## src/arw_pkg.sv

```systemverilog
// ----------------------------------------------------------------------------
// arw_pkg
// Shared types and constants for the anti-replay window checker.
// ----------------------------------------------------------------------------
package arw_pkg;

   localparam int unsigned NONCE_BITS = 64;
   localparam logic [NONCE_BITS-1:0] LIMIT_RESET = 64'd18446744073709549630;

   typedef enum logic [1:0] {
      V_OK    = 2'd0,
      V_DUP   = 2'd1,
      V_OLD   = 2'd2,
      V_LIMIT = 2'd3
   } verdict_type;

   typedef enum logic [1:0] {
      S_CLEAR,
      S_IDLE,
      S_CHECK,
      S_UPDATE
   } state_type;

   // result handed from the controller to the output register
   typedef struct packed {
      logic        load;
      verdict_type verdict;
   } resp_type;

endpackage

```

## src/arw_ring_mem.sv

```systemverilog
// ----------------------------------------------------------------------------
// arw_ring_mem
// Simple dual-port ring memory, one write and one registered read per cycle.
// ----------------------------------------------------------------------------
module arw_ring_mem #(
   parameter int unsigned DEPTH = 32,
   parameter int unsigned WIDTH = 117
) (
   input  logic                     clock,
   input  logic                     we,
   input  logic [$clog2(DEPTH)-1:0] waddr,
   input  logic [WIDTH-1:0]         wdata,
   input  logic                     re,
   input  logic [$clog2(DEPTH)-1:0] raddr,
   output logic [WIDTH-1:0]         rdata
);

   logic [WIDTH-1:0] mem [DEPTH];
   logic [WIDTH-1:0] rdata_ff;

   always_ff @(posedge clock) begin
      if (we) begin
         mem[waddr] <= wdata;
      end
   end

   // read data holds until the next read
   always_ff @(posedge clock) begin
      if (re) begin
         rdata_ff <= mem[raddr];
      end
   end

   assign rdata = rdata_ff;

endmodule

```

## src/arw_ctrl.sv

```systemverilog
// ----------------------------------------------------------------------------
// arw_ctrl
// Window check sequencer: limit and age checks, highest-seen tracking and
// read-modify-write of the ring bitmap with per-word epoch tags.
// ----------------------------------------------------------------------------
module arw_ctrl
   import arw_pkg::*;
#(
   parameter int unsigned WORD_BITS   = 64,
   parameter int unsigned RING_WORDS  = 32,
   parameter int unsigned WINDOW_SIZE = 1984,
   localparam int unsigned LW = $clog2(WORD_BITS),
   localparam int unsigned LR = $clog2(RING_WORDS),
   localparam int unsigned TAG_BITS = NONCE_BITS - LW - LR,
   localparam int unsigned MEM_BITS = WORD_BITS + TAG_BITS
) (
   input  logic                  clock,
   input  logic                  reset,
   input  logic                  req_tvalid,
   output logic                  req_tready,
   input  logic [NONCE_BITS-1:0] req_tdata,
   input  logic [NONCE_BITS-1:0] limit,
   input  logic                  out_free,
   output resp_type              resp,
   output logic                  mem_we,
   output logic [LR-1:0]         mem_waddr,
   output logic [MEM_BITS-1:0]   mem_wdata,
   output logic                  mem_re,
   output logic [LR-1:0]         mem_raddr,
   input  logic [MEM_BITS-1:0]   mem_rdata
);

   state_type state_ff, state_in;

   logic [NONCE_BITS-1:0] nonce_ff;
   logic [NONCE_BITS-1:0] n_ff;
   logic [NONCE_BITS-1:0] highest_ff;
   verdict_type           pre_ff;
   logic [LR-1:0]         clr_ff;

   logic                  accept;
   logic [NONCE_BITS-1:0] n_next;
   logic                  limit_hit;
   logic                  old_hit;
   logic                  advance;
   logic [NONCE_BITS-1:0] age;
   logic                  clr_done;

   logic [LR-1:0]         slot;
   logic [LW-1:0]         bit_idx;
   logic [TAG_BITS-1:0]   epoch;
   logic                  slot_ahead;
   logic                  tag_live;
   logic [WORD_BITS-1:0]  word_live;
   logic [WORD_BITS-1:0]  bit_mask;
   logic                  dup;
   verdict_type           verdict;

   assign accept = req_tvalid && req_tready;
   assign n_next = req_tdata + {{(NONCE_BITS-1){1'b0}}, 1'b1};
   assign clr_done = (clr_ff == LR'(RING_WORDS - 1));

   // check stage
   assign age       = highest_ff - n_ff;
   assign limit_hit = (highest_ff > limit) || (nonce_ff >= limit);
   assign old_hit   = (highest_ff > n_ff) && (age > NONCE_BITS'(WINDOW_SIZE));
   assign advance   = n_ff > highest_ff;

   // update stage: a word is live only if written since the window last
   // swept over its slot, i.e. its tag matches the current epoch of that slot
   assign slot       = n_ff[LW+LR-1:LW];
   assign bit_idx    = n_ff[LW-1:0];
   assign slot_ahead = slot > highest_ff[LW+LR-1:LW];
   assign epoch      = highest_ff[NONCE_BITS-1:LW+LR]
                       - {{(TAG_BITS-1){1'b0}}, slot_ahead};
   assign tag_live   = (mem_rdata[MEM_BITS-1:WORD_BITS] == epoch);
   assign word_live  = tag_live ? mem_rdata[WORD_BITS-1:0] : '0;
   assign bit_mask   = {{(WORD_BITS-1){1'b0}}, 1'b1} << bit_idx;
   assign dup        = |(word_live & bit_mask);
   assign verdict    = (pre_ff != V_OK) ? pre_ff : (dup ? V_DUP : V_OK);

   // next state
   always_comb begin
      state_in = state_ff;
      unique case (state_ff)
         S_CLEAR: begin
            if (clr_done) state_in = S_IDLE;
         end
         S_IDLE: begin
            if (accept) state_in = S_CHECK;
         end
         S_CHECK: begin
            state_in = S_UPDATE;
         end
         S_UPDATE: begin
            if (out_free) state_in = S_IDLE;
         end
         default: state_in = S_CLEAR;
      endcase
   end

   // outputs
   always_comb begin
      req_tready   = 1'b0;
      mem_re       = 1'b0;
      mem_raddr    = n_next[LW+LR-1:LW];
      mem_we       = 1'b0;
      mem_waddr    = slot;
      mem_wdata    = {epoch, word_live | bit_mask};
      resp.load    = 1'b0;
      resp.verdict = verdict;
      unique case (state_ff)
         S_CLEAR: begin
            mem_we    = 1'b1;
            mem_waddr = clr_ff;
            mem_wdata = '0;
         end
         S_IDLE: begin
            req_tready = 1'b1;
            mem_re     = req_tvalid;
         end
         S_CHECK: begin
         end
         S_UPDATE: begin
            resp.load = out_free;
            mem_we    = out_free && (verdict == V_OK);
         end
         default: begin
         end
      endcase
   end

   always_ff @(posedge clock) begin
      if (reset) begin
         state_ff   <= S_CLEAR;
         clr_ff     <= '0;
         highest_ff <= '0;
      end else begin
         state_ff <= state_in;
         if (state_ff == S_CLEAR) begin
            clr_ff <= clr_ff + LR'(1);
         end
         if (state_ff == S_CHECK && !limit_hit && !old_hit && advance) begin
            highest_ff <= n_ff;
         end
      end
   end

   always_ff @(posedge clock) begin
      if (accept) begin
         nonce_ff <= req_tdata;
         n_ff     <= n_next;
      end
      if (state_ff == S_CHECK) begin
         pre_ff <= limit_hit ? V_LIMIT : (old_hit ? V_OLD : V_OK);
      end
   end

endmodule

```

## src/anti_replay_window_check.sv

```systemverilog
// Timing: check state, then update state (held while a response stalls), then
//    the result register. Flow: one nonce at a time, the check stage followed
//    by the read-modify-write of the ring word via the single memory read port.
// Reset: synchronous; the ring memory is cleared one word per cycle, all
//    TOTAL_BITS/WORD_BITS words, with req_tready low; csr writes still taken.
// TOTAL_BITS and WORD_BITS must be powers of two; the block does not enforce it.
// ----------------------------------------------------------------------------
// anti_replay_window_check
// Ring-bitmap anti-replay window with limit check and registered response.
// ----------------------------------------------------------------------------
module anti_replay_window_check
   import arw_pkg::*;
#(
   parameter int unsigned TOTAL_BITS  = 2048,
   parameter int unsigned WORD_BITS   = 64,
   parameter int unsigned WINDOW_SIZE = 1984
) (
   input  logic        clock,
   input  logic        reset,
   input  logic        req_tvalid,
   output logic        req_tready,
   input  logic [63:0] req_tdata,   // [63:0] nonce
   output logic        rsp_tvalid,
   input  logic        rsp_tready,
   output logic [7:0]  rsp_tdata,   // [0] accepted, [2:1] verdict, [7:3] zero
   input  logic        csr_we,
   input  logic [63:0] csr_wdata    // reject_limit
);

   localparam int unsigned RING_WORDS = TOTAL_BITS / WORD_BITS;
   localparam int unsigned LR = $clog2(RING_WORDS);
   localparam int unsigned MEM_BITS = WORD_BITS + NONCE_BITS - $clog2(WORD_BITS) - LR;

   logic [NONCE_BITS-1:0] limit_ff;
   logic                  rsp_valid_ff;
   logic [7:0]            rsp_data_ff;
   logic                  out_free;
   resp_type              resp;

   logic                  mem_we;
   logic [LR-1:0]         mem_waddr;
   logic [MEM_BITS-1:0]   mem_wdata;
   logic                  mem_re;
   logic [LR-1:0]         mem_raddr;
   logic [MEM_BITS-1:0]   mem_rdata;

   assign out_free = !rsp_valid_ff || rsp_tready;

   arw_ctrl #(
      .WORD_BITS   (WORD_BITS),
      .RING_WORDS  (RING_WORDS),
      .WINDOW_SIZE (WINDOW_SIZE)
   ) u_ctrl (
      .clock      (clock),
      .reset      (reset),
      .req_tvalid (req_tvalid),
      .req_tready (req_tready),
      .req_tdata  (req_tdata),
      .limit      (limit_ff),
      .out_free   (out_free),
      .resp       (resp),
      .mem_we     (mem_we),
      .mem_waddr  (mem_waddr),
      .mem_wdata  (mem_wdata),
      .mem_re     (mem_re),
      .mem_raddr  (mem_raddr),
      .mem_rdata  (mem_rdata)
   );

   arw_ring_mem #(
      .DEPTH (RING_WORDS),
      .WIDTH (MEM_BITS)
   ) u_mem (
      .clock (clock),
      .we    (mem_we),
      .waddr (mem_waddr),
      .wdata (mem_wdata),
      .re    (mem_re),
      .raddr (mem_raddr),
      .rdata (mem_rdata)
   );

   always_ff @(posedge clock) begin
      if (reset) begin
         limit_ff     <= LIMIT_RESET;
         rsp_valid_ff <= 1'b0;
      end else begin
         if (csr_we) begin
            limit_ff <= csr_wdata;
         end
         if (resp.load) begin
            rsp_valid_ff <= 1'b1;
         end else if (rsp_tready) begin
            rsp_valid_ff <= 1'b0;
         end
      end
   end

   always_ff @(posedge clock) begin
      if (resp.load) begin
         rsp_data_ff <= {5'd0, resp.verdict, resp.verdict == V_OK};
      end
   end

   assign rsp_tvalid = rsp_valid_ff;
   assign rsp_tdata  = rsp_data_ff;

endmodule

```

## config.mk

```make
export PLATFORM = sky130hd
export DESIGN_NAME = anti_replay_window_check
export DESIGN_NICKNAME = d
export VERILOG_FILES = /design/src/arw_pkg.sv /design/src/arw_ring_mem.sv /design/src/arw_ctrl.sv /design/src/anti_replay_window_check.sv
export SDC_FILE = /design/constraint.sdc
export NUM_CORES = 2
export LEC_CHECK = 0
export BUFFER_PORTS_ARGS = -buffer_cell sky130_fd_sc_hd__buf_4
export CORE_MARGIN = 2
export CORE_UTILIZATION = 30
export DETAILED_ROUTE_END_ITERATION = 6
export PLACE_DENSITY = 0.45
export SLEW_MARGIN = 20
export SYNTH_ARGS = -nofsm -noshare
export SYNTH_HDL_FRONTEND = slang
export SYNTH_SLANG_ARGS = --single-unit
```

## constraint.sdc

```tcl
create_clock -name clock -period 14.1 [get_ports clock]
set_clock_uncertainty 0.05 [all_clocks]
set_input_delay 2.82 -clock clock [delete_from_list [all_inputs] [get_ports clock]]
set_output_delay 2.82 -clock clock [all_outputs]
set_load 0.01 [all_outputs]
```

==> out/summary.txt <==
status: completed
# rows: 274
RePlAce Congestion: 0.878
antenna violations before repair: 29
met3 Usage GRT: 2.09%
Clock Path Buffers: 4
R2R setup slack: 3.73 ns
dpl cells: 15915
height of the die: 751 µm
P&R area growth vs syn: 15.7%
critical path class: register to register
top-count cell post-synth: edfxtp_1
total global routing overflow: 0
WP data required: 14.68 ns
register bit count reported by yosys: 4130
Final Max Tran Viols: 0
CTS hold repair buffers: 0
Crit path depth: 24
Final Hold Vio Count: 0
Slew headroom: 18.7%
CP cell instances: ha_1 -> nor2b_1 -> o21a_1 -> o21ai_0 -> nand2b_1 -> a21oi_1 -> a41oi_1 -> ha_1 -> ha_1 -> nor2b_1 -> nand4_2 -> or4_1 -> or4b_4 -> xor2_1 -> o211ai_1 -> nor4_1 -> and4_2 -> buf_4 -> o211ai_1 -> nand2b_1 -> nor2_4 -> buf_4 -> buf_4 -> buf_4
clk_lat worst skew: 1.03 ns
wire length per cell: 31.5 µm
# DRC: 0
EDFF count, synth: 3994
register area: 123000 µm²
met2 Use GR: 31.3%
TritonCTS Sinks: 4130
root buf cell: clkbuf_16
Worst-Margin Slew: 1.22 ns
slowest cell delay on critical path: 0.86 ns
Multi-input gate area: 43400 µm²
top_reg_cell synth: edfxtp_1
DR pass1 iterations: 7
synth top area cells: edfxtp_1 (72%), mux4_2 (16%), dfxtp_1 (1.6%)
setup_tns: 0 ns
Final min period: 10.37 ns
vias in the first global route: 89999
GRT met1 Usage: 24.9%
CP startpoint kind: register
Final Instance Count excl. Fillers: 16729
unrepaired setup endpoints after global routing: no
CTS tree: done
Hold Crit Class: register to register
post-cts resize count: 0
crit-path leading delay family: simple AND/OR/NAND/NOR gates
clock slew seen by the registers of the worst setup and hold paths: 0.06 ns
layout cells sized above 1: 25.8%
Worst Path Max Fanout: 35
pin count of the biggest net entering global routing: 145
Tcrit/Tclk final: 73.5%
HPWL Detailed: 311000 µm
Avg Inst Size Synth: 19.8 µm²
commonest cells in the netlist: edfxtp_1 (3994), mux4_2 (1170), nand2_1 (595)
Warnings, synthesis: 0
Seq/Total Area, Yosys: 73.3%
crit path to: u_mem.mem[31][62]
global-route wire length before repair: 730000 µm
CTS buffer count: 442
IO buf count: 137
power per cell area: 137 nW/µm²
Most common cell on crit path: buf_4
Peak VDD IR: 0.000123 V
total vias in the final route: 86757
count of cell types in the netlist: 94
final wirelength: 527000 µm
worst r2r src: u_ctrl.n_ff[7]
IO Pins: 143
DRT iter0 DRCs: 8125
R2R Path End: u_mem.mem[31][62]
final instance area: 194000 µm²
async set or reset register ratio after synthesis: 0%
FILL cells: 51950
Post-Synthesis Cells: 8443
Crit path buffers/inverters: 4
static leakage: 62.6 nW
Vias per Instance: 5.19
CP endpoint kind: register
f_max: 96.4 MHz
# H-tree levels: 5
top cell type's share of synthesized area: 71.6%
synthesized area: 167000 µm²
core area: 556000 µm²
ANT nets after route: 0
Register-to-Register Path Depth: 24
post-place instance area: 179000 µm²
fin nets: 9250
Critical-path top delay cell: nor2_4
final setup fails: 0
die area: 564000 µm²
WP data arrival: 10.94 ns
buffer count from post-CTS setup fixing: 0
Max-cap violations: 0
Synth area leader: edfxtp_1
CP Launch Point: u_ctrl.n_ff[7]
GR peak layer: met2
Starting Density: 30.1%
GR Util All Layers: 18.2%
Die Wd: 751 µm
-- cell type report --
class	instances	share of cell area [%]
Sequential cell	4130	63.3
Multi-Input combinational cell	3724	22.4
Clock buffer	551	6.03
Tap cell	7452	4.81
Timing Repair Buffer	430	1.90
Clock inverter	257	1.17
Inverter	181	0.355
Antenna cell	4	0.00517
-- worst reg2reg max path, delay by kind of cell (launching register included) --
family	cells	cell delay, ns
AND/OR/NAND/NOR	10	4.06
flip-flops	1	0.50
adder cells (fa/ha/maj)	3	0.96
XOR/XNOR	1	0.19
buffers and inverters	4	2.55
AO/OA/AOI/OAI	6	1.67
-- layout by cell type (no fill, tap or decap), types with 110 or more instances in the layout --
| cell type | instances |
|---|---|
| dfxtp_1 | 136 |
| a21oi_1 | 144 |
| clkinv_1 | 110 |
| inv_1 | 177 |
| xnor2_1 | 127 |
| mux4_2 | 1170 |
| ha_1 | 206 |
| clkbuf_16 | 448 |
| edfxtp_1 | 3994 |
| nor2_1 | 268 |
| nand2_1 | 595 |
| buf_4 | 395 |
-- worst min path at each step --
stage | slack, ns | cells past startpoint | from | endpoint
2_1_floorplan | 0.41 | 2 | limit_ff[10] | limit_ff[10]
3_3_place_gp | 0.42 | 2 | u_ctrl.highest_ff[0] | u_ctrl.highest_ff[0]
3_5_place_dp | 0.43 | 2 | u_ctrl.highest_ff[0] | u_ctrl.highest_ff[0]
4_1_cts | 0.45 | 2 | u_ctrl.highest_ff[0] | u_ctrl.highest_ff[0]
5_1_grt | 0.49 | 2 | limit_ff[6] | limit_ff[6]
6_report | 0.45 | 2 | u_ctrl.highest_ff[0] | u_ctrl.highest_ff[0]
-- routing by layer --
metal	share of wire (%)	routed length, µm	vias up
li1	-	-	35679
met1	43	227000	47760
met2	50	262000	2633
met3	4.7	24600	677
met4	2.4	12600	8
met5	0.013	69	-
-- registers in the layout (all words and copies together), names as in the netlist --
name and count:
limit_ff 64, rsp_tdata 3, rsp_tvalid 1, u_ctrl.clr_ff 5
u_ctrl.highest_ff 64, u_ctrl.n_ff 64, u_ctrl.nonce_ff 64, u_ctrl.pre_ff 2
u_ctrl.state_ff 2, u_mem.mem 3744, u_mem.rdata 117
-- power breakdown --
| group | switching [mW] | internal [mW] |
|---|---|---|
| logic | 0.989 | 0.636 |
| registers | 0.0680 | 13.6 |
| clock network | 4.91 | 6.36 |
| total | 5.97 | 20.6 |
-- cell families after synthesis --
group / share of synthesized area, %
DFF: 73.3
and+or+nand+nor: 4.00
muxes: 16.3
AOI/OAI and AO/OA: 2.40
buffers and inverters: 1.36
adders and majority gates: 1.56
xor gates and xnor gates: 1.15
other: 0.00224
-- through the flow --
stage	total power [mW]	setup slack (ns)	util, %	hold WS [ns]
floorplan	15.0	4.16	-	0.410
global placement	15.6	3.38	32.2	0.423
detailed placement	15.6	3.54	32.3	0.433
CTS	27.0	3.57	34.8	0.448
global route	27.5	3.47	34.8	0.487
finish	26.6	3.73	34.8	0.451
No activity file was read; power rests on OpenSTA's default activity.
